<file path="config.mk">
export PLATFORM = sky130hd
export DESIGN_NAME = next_coprime_candidate_sieve_top
export DESIGN_NICKNAME = d
export VERILOG_FILES = /design/src/rtl/ncs_pkg.sv /design/src/rtl/ncs_lane.sv /design/src/rtl/next_coprime_candidate_sieve_top.sv
export SDC_FILE = /design/constraint.sdc
export NUM_CORES = 2
export LEC_CHECK = 0
export BUFFER_PORTS_ARGS = -buffer_cell sky130_fd_sc_hd__buf_2
export CAP_MARGIN = 30
export CORE_MARGIN = 2
export CORE_UTILIZATION = 35
export DETAILED_ROUTE_END_ITERATION = 7
export HOLD_SLACK_MARGIN = 0.1
export RECOVER_POWER = 25
export REMOVE_ABC_BUFFERS = 1
export SYNTH_ARGS = -nofsm -noshare
export SYNTH_HDL_FRONTEND = slang
export SYNTH_SLANG_ARGS = --single-unit
</file>
<file path="constraint.sdc">
create_clock -name clk -period 39.7 [get_ports clk]
set_input_delay 11.91 -clock clk [delete_from_list [all_inputs] [get_ports clk]]
set_output_delay 11.91 -clock clk [all_outputs]
set_load 0.05 [all_outputs]
</file>
<file path="src/rtl/ncs_pkg.sv">
// Shared types and constants for the next coprime candidate sieve.
// Holds the built-in prime table, lane command types and the state encoding.
// No dependencies.
package ncs_pkg;

	localparam int NUM_PRIMES = 64;
	localparam int PRIME_W    = 9;
	localparam int CAND_W     = 128;
	localparam int HALF_W     = 64;
	localparam int GAP_W      = 20;
	localparam int BIT_CNT_W  = $clog2(CAND_W);

	localparam logic [GAP_W-1:0] GAP_MAX = {GAP_W{1'b1}};

	typedef logic [PRIME_W-1:0] prime_t;

	localparam prime_t PRIMES [NUM_PRIMES] = '{
		9'd2,   9'd3,   9'd5,   9'd7,   9'd11,  9'd13,  9'd17,  9'd19,
		9'd23,  9'd29,  9'd31,  9'd37,  9'd41,  9'd43,  9'd47,  9'd53,
		9'd59,  9'd61,  9'd67,  9'd71,  9'd73,  9'd79,  9'd83,  9'd89,
		9'd97,  9'd101, 9'd103, 9'd107, 9'd109, 9'd113, 9'd127, 9'd131,
		9'd137, 9'd139, 9'd149, 9'd151, 9'd157, 9'd163, 9'd167, 9'd173,
		9'd179, 9'd181, 9'd191, 9'd193, 9'd197, 9'd199, 9'd211, 9'd223,
		9'd227, 9'd229, 9'd233, 9'd239, 9'd241, 9'd251, 9'd257, 9'd263,
		9'd269, 9'd271, 9'd277, 9'd281, 9'd283, 9'd293, 9'd307, 9'd311
	};

	typedef enum logic {
		OP_LOAD    = 1'b0,
		OP_ADVANCE = 1'b1
	} opcode_t;

	typedef enum logic [2:0] {
		LANE_HOLD,
		LANE_CLEAR,
		LANE_SHIFT,
		LANE_INIT,
		LANE_STEP,
		LANE_COMMIT
	} lane_op_t;

	typedef struct packed {
		lane_op_t op;
		logic     din;
	} lane_cmd_t;

	typedef enum logic [2:0] {
		ST_IDLE,
		ST_LOAD,
		ST_SEARCH,
		ST_ADD,
		ST_DONE
	} state_t;

endpackage

</file>
<file path="src/rtl/ncs_lane.sv">
// One residue lane: keeps the candidate modulo one prime and a trial residue.
// Depends on ncs_pkg for the command struct and widths.
module ncs_lane (
	input  logic              clk,
	input  logic              arst_n,
	input  ncs_pkg::prime_t   prime,
	input  ncs_pkg::lane_cmd_t cmd,
	output logic              zero
);
	import ncs_pkg::*;

	prime_t             res_q;
	prime_t             try_q;
	prime_t             res_d;
	prime_t             try_d;
	logic [PRIME_W:0]   dbl;
	logic [PRIME_W:0]   res_inc;
	logic [PRIME_W:0]   try_inc;

	assign dbl     = {res_q, cmd.din};
	assign res_inc = {1'b0, res_q} + {{PRIME_W{1'b0}}, 1'b1};
	assign try_inc = {1'b0, try_q} + {{PRIME_W{1'b0}}, 1'b1};
	assign zero    = (try_q == '0);

	always_comb begin
		res_d = res_q;
		try_d = try_q;
		unique case (cmd.op)
			LANE_HOLD: begin
			end
			LANE_CLEAR: begin
				res_d = '0;
			end
			LANE_SHIFT: begin
				// Doubled residue plus one bit stays below twice the prime.
				if (dbl >= {1'b0, prime})
					res_d = PRIME_W'(dbl - {1'b0, prime});
				else
					res_d = dbl[PRIME_W-1:0];
			end
			LANE_INIT: begin
				try_d = (res_inc == {1'b0, prime}) ? '0 : res_inc[PRIME_W-1:0];
			end
			LANE_STEP: begin
				try_d = (try_inc == {1'b0, prime}) ? '0 : try_inc[PRIME_W-1:0];
			end
			LANE_COMMIT: begin
				res_d = try_q;
			end
			default: begin
			end
		endcase
	end

	always_ff @(posedge clk or negedge arst_n) begin
		if (!arst_n) begin
			res_q <= '0;
		end else begin
			res_q <= res_d;
		end
	end

	always_ff @(posedge clk) begin
		try_q <= try_d;
	end

endmodule

</file>
<file path="src/rtl/next_coprime_candidate_sieve_top.sv">
// Load: one transfer in, the candidate shifted MSB first through 64 residue
// lanes, then the result. Advance: one trial gap per cycle across all lanes,
// then one 128-bit add once a gap leaves no lane at zero. One item is in
// flight at a time; s_tready is low meanwhile.
// Reset clears the candidate and every residue to zero and leaves the block idle.
module next_coprime_candidate_sieve_top (
	input  logic         clk,
	input  logic         arst_n,
	input  logic         s_tvalid,
	output logic         s_tready,
	input  logic [127:0] s_tdata,   // value_high [63:0], value_low [127:64]
	input  logic         s_tuser,   // opcode [0]
	output logic         m_tvalid,
	input  logic         m_tready,
	output logic [151:0] m_tdata,   // gap [19:0], candidate_high [83:20],
	                                // candidate_low [147:84], zero fill above
	output logic         m_tuser    // status [0]
);
	import ncs_pkg::*;

	state_t                state_q;
	state_t                state_d;
	lane_cmd_t             cmd;
	logic [NUM_PRIMES-1:0] zero_vec;
	logic                  any_zero;
	logic                  out_free;
	logic                  accept;

	logic [CAND_W-1:0]     cand_q;
	logic [CAND_W-1:0]     shift_q;
	logic [BIT_CNT_W-1:0]  cnt_q;
	logic [GAP_W-1:0]      gap_q;
	logic [GAP_W-1:0]      gap_res_q;
	logic                  status_q;
	logic [CAND_W:0]       sum;

	// The candidate is held as {high, low}; the input carries high in the low bits.
	assign s_tready = (state_q == ST_IDLE);
	assign accept   = s_tvalid && s_tready;
	assign any_zero = |zero_vec;
	assign out_free = !m_tvalid || m_tready;
	assign sum      = {1'b0, cand_q} + {{(CAND_W + 1 - GAP_W){1'b0}}, gap_q};

	// Each lane owns one prime of the table and reports when the trial gap
	// would make the candidate divisible by that prime.
	for (genvar i = 0; i < NUM_PRIMES; i++) begin : g_lane
		ncs_lane u_lane (
			.clk    (clk),
			.arst_n (arst_n),
			.prime  (PRIMES[i]),
			.cmd    (cmd),
			.zero   (zero_vec[i])
		);
	end

	always_comb begin
		state_d = state_q;
		cmd.op  = LANE_HOLD;
		cmd.din = shift_q[CAND_W-1];
		unique case (state_q)
			ST_IDLE: begin
				if (s_tvalid) begin
					if (s_tuser == OP_LOAD) begin
						cmd.op  = LANE_CLEAR;
						state_d = ST_LOAD;
					end else begin
						// Trial residues start at residue + 1 for a gap of one.
						cmd.op  = LANE_INIT;
						state_d = ST_SEARCH;
					end
				end
			end
			ST_LOAD: begin
				cmd.op = LANE_SHIFT;
				if (cnt_q == '0)
					state_d = ST_DONE;
			end
			ST_SEARCH: begin
				// A lane at zero means the current gap hits a divisor.
				if (!any_zero)
					state_d = ST_ADD;
				else if (gap_q == GAP_MAX)
					state_d = ST_DONE;
				else
					cmd.op = LANE_STEP;
			end
			ST_ADD: begin
				// Residues move on only when the candidate does.
				if (!sum[CAND_W])
					cmd.op = LANE_COMMIT;
				state_d = ST_DONE;
			end
			ST_DONE: begin
				if (out_free)
					state_d = ST_IDLE;
			end
			default: begin
				state_d = ST_IDLE;
			end
		endcase
	end

	always_ff @(posedge clk or negedge arst_n) begin
		if (!arst_n) begin
			state_q  <= ST_IDLE;
			m_tvalid <= 1'b0;
			cand_q   <= '0;
		end else begin
			state_q <= state_d;
			if (m_tvalid && m_tready)
				m_tvalid <= 1'b0;
			if (state_q == ST_DONE && out_free)
				m_tvalid <= 1'b1;
			if (accept && s_tuser == OP_LOAD)
				cand_q <= {s_tdata[HALF_W-1:0], s_tdata[CAND_W-1:HALF_W]};
			if (state_q == ST_ADD && !sum[CAND_W])
				cand_q <= sum[CAND_W-1:0];
		end
	end

	always_ff @(posedge clk) begin
		case (state_q)
			ST_IDLE: begin
				if (accept) begin
					shift_q   <= {s_tdata[HALF_W-1:0], s_tdata[CAND_W-1:HALF_W]};
					cnt_q     <= {BIT_CNT_W{1'b1}};
					gap_q     <= {{(GAP_W-1){1'b0}}, 1'b1};
					status_q  <= 1'b0;
					gap_res_q <= '0;
				end
			end
			ST_LOAD: begin
				shift_q <= {shift_q[CAND_W-2:0], 1'b0};
				cnt_q   <= cnt_q - 1'b1;
			end
			ST_SEARCH: begin
				if (any_zero) begin
					if (gap_q == GAP_MAX) begin
						// No usable gap in range: report like an overflow.
						status_q  <= 1'b1;
						gap_res_q <= '0;
					end else begin
						gap_q <= gap_q + 1'b1;
					end
				end
			end
			ST_ADD: begin
				if (sum[CAND_W]) begin
					status_q  <= 1'b1;
					gap_res_q <= '0;
				end else begin
					status_q  <= 1'b0;
					gap_res_q <= gap_q;
				end
			end
			ST_DONE: begin
				if (out_free) begin
					m_tdata <= {4'b0, cand_q[HALF_W-1:0], cand_q[CAND_W-1:HALF_W],
						gap_res_q};
					m_tuser <= status_q;
				end
			end
			default: begin
			end
		endcase
	end

endmodule
</file>
==> metrics <==
DR iter-0 viols=7419; PD cells=74.3 nW/µm²; top cells by area, synth=edfxtp_1 24%, dfrtp_1 16%, xnor2_1 5.5%; Top delay family on crit path=buffers and inverters; synth unique cells=100; first-pass GRT wire length=491 mm; register area=44800 µm²; CTS tree=yes; share of the synthesized area in the top cell type=24.4%; post-CTS resize count=0; antenna violations before repair=13; VDD IR max=0.0000572 V; layout cell share with drive strength beyond 1=7.78%; violations in the final reports=capacitance limit, slew limit; DIE AREA=321000 µm²; slowest stage cell on the critical path=clkbuf_1; Worst-Margin Slew=10790 ps; dpl cell area=115000 µm²; Most Frequent Cell on Critical Path=buf_4; RR Startpoint=g_lane[25].u_lane.try_q[0]$_DFFE_PP_; multi-input logic area=61300 µm²; Max-Cap Viols=12; design area=121000 µm²; Critical Path RT=40550 ps; Row Count=206; Buffers on Ports=283; worst setup margin=22510 ps; Fill cells=31.4k; core area=315000 µm²; relative slew slack=-619%; final core occ=38.4%; via/cell ratio=5.56; CTS H-Tree Depth=4; CP endpoint kind=async pin; via count=89.5k; crit-path cells=clkbuf_1 -> buf_4 -> buf_4 -> buf_12 -> buf_4; area grow syn2layout=9.17%; Design Power=9.00 mW; Post-Syn Area=111000 µm²; num ports=288; Synth Register Bits=1609; RSZ-0062 raised after global routing=no; Routed Antenna Nets=0; final hold violation count=0; Inst Count DP=15.7k; final slew viol count=858; Async SR Flop Fraction=44.0%; most common cell after layout, fill and taps aside=nand2_1; area leader, netlist=edfxtp_1; most frequent cells in the layout=1379 x nand2_1, 1232 x nor2_1, 901 x edfxtp_1; die height=567 µm; fin crit share=43.3%; nets=12.4k; RD Place Congestion=0.936; CTS sink cnt=1609; # Post-CTS Setup Buffers=0; Final setup viols=0; skew final=49.0 ps; post-detail-place hpwl=203 mm; DR DRC count=0; crit-path max FO=87; drt pass-1 iters=7; critical path launch point type=primary input; worst min path class=register to register; pin count of the biggest net entering global routing=165; hold_ws=407 ps; Clock Latency Late Sink=870 ps; Clock Path Buffers=4; cts bufs inserted=189; P_leak=46.7 nW; Crit Path Category=primary input to async pin; total negative slack=0 ps; CTS Hold Bufs=0; syn_area_per_cell=9.17 µm²; Crit path largest cell delay=2980 ps; Critical path origin=arst_n; gr usage total=18.6%; Post-synth EDFFs=901; initial core utilization=35.2%; WL final=310 mm; WP buf/inv=5; Achievable Freq=58.2 MHz; Die X-Extent=567 µm; post-synthesis sequential area ratio=40.4%; CP Data Arrival Time=18040 ps; post-layout min period=17190 ps; per-cell routed wire length=19.2 µm; Yosys Warn Count=0; DP Worst Slack=23790 ps; cell count after synthesis=12.1k; status=finished, violations left; non-filler cells, final=16.1k; Post-synth top flop=edfxtp_1; vias in the first global route=85.1k; remaining global-route overflow=0; Root Buffer=clkbuf_16; Worst-path clk slew=60 ps; hold_sp=gap_res_q[2]$_SDFFCE_PP0P_
## synthesized netlist by cell type, types with 361 or more instances
master and n:
a21oi_1 373, a221o_1 408, clkbuf_1 675, dfrtp_1 708, edfxtp_1 901, ha_1 482, nand2_1 1382, nand3_1 716
nor2_1 1235, o21ai_0 361, xnor2_1 691, xor2_1 614
## final timing paths
path / to / slack (ps) / depth (start not counted)
max: g_lane[2].u_lane.res_q[4]$_DFFE_PN0P_ / 22510 / 5
min: m_tdata[2]$_DFFE_PP_ / 410 / 0
max reg2reg: g_lane[26].u_lane.try_q[4]$_DFFE_PP_ / 24210 / 13
min reg2reg: m_tdata[2]$_DFFE_PP_ / 410 / 0
max in group clk: g_lane[26].u_lane.try_q[4]$_DFFE_PP_ / 24210 / 13
min in group asynchronous: g_lane[41].u_lane.res_q[0]$_DFFE_PN0P_ / 12590 / 1
## kinds of logic after synthesis
kind of cell / share of synthesized area [%]
and+or+nand+nor: 21.6
AOI/OAI and AO/OA: 12.5
DFF: 40.4
xor gates and xnor gates: 10.3
buffers and inverters: 4.47
muxes: 5.31
adders and majority gates: 5.45
other: 0.00338
## sequential cells by signal, indices dropped and copies added, names as in the netlist
name and flops:
cand_q 128, cnt_q 7, g_lane.u_lane.res_q 576, g_lane.u_lane.try_q 576, gap_q 20, gap_res_q 20
m_tdata 148, m_tuser 1, m_tvalid 1, shift_q 128, state_q 3, status_q 1
## power by group
part / internal [mW] / switching [mW] / leakage (nW)
Clock: 1.04 / 0.746 / 3.06
Sequential: 2.53 / 0.926 / 17.4
Combinational: 1.61 / 2.14 / 26.2
## per-layer routing
metal  GRT usage [%]  up-vias  part of all wire (%)
met2            29.9     2490                    45
met4            5.26       12                   2.8
met1            25.9    43510                    46
met5               0        -                 0.018
li1                -    42975                     -
met3            2.61      503                   5.9
## area by class of cell
cell class / instances / share of cell area [%]
multi-input combinational: 9238 / 50.6
inverter: 358 / 1.12
clock inverter: 96 / 0.819
sequential: 1609 / 37.0
clock buffer: 249 / 4.33
antenna: 10 / 0.0207
tap: 4160 / 4.30
timing repair buffer: 385 / 1.83
Note: power is estimated with default switching activity, not from simulation.
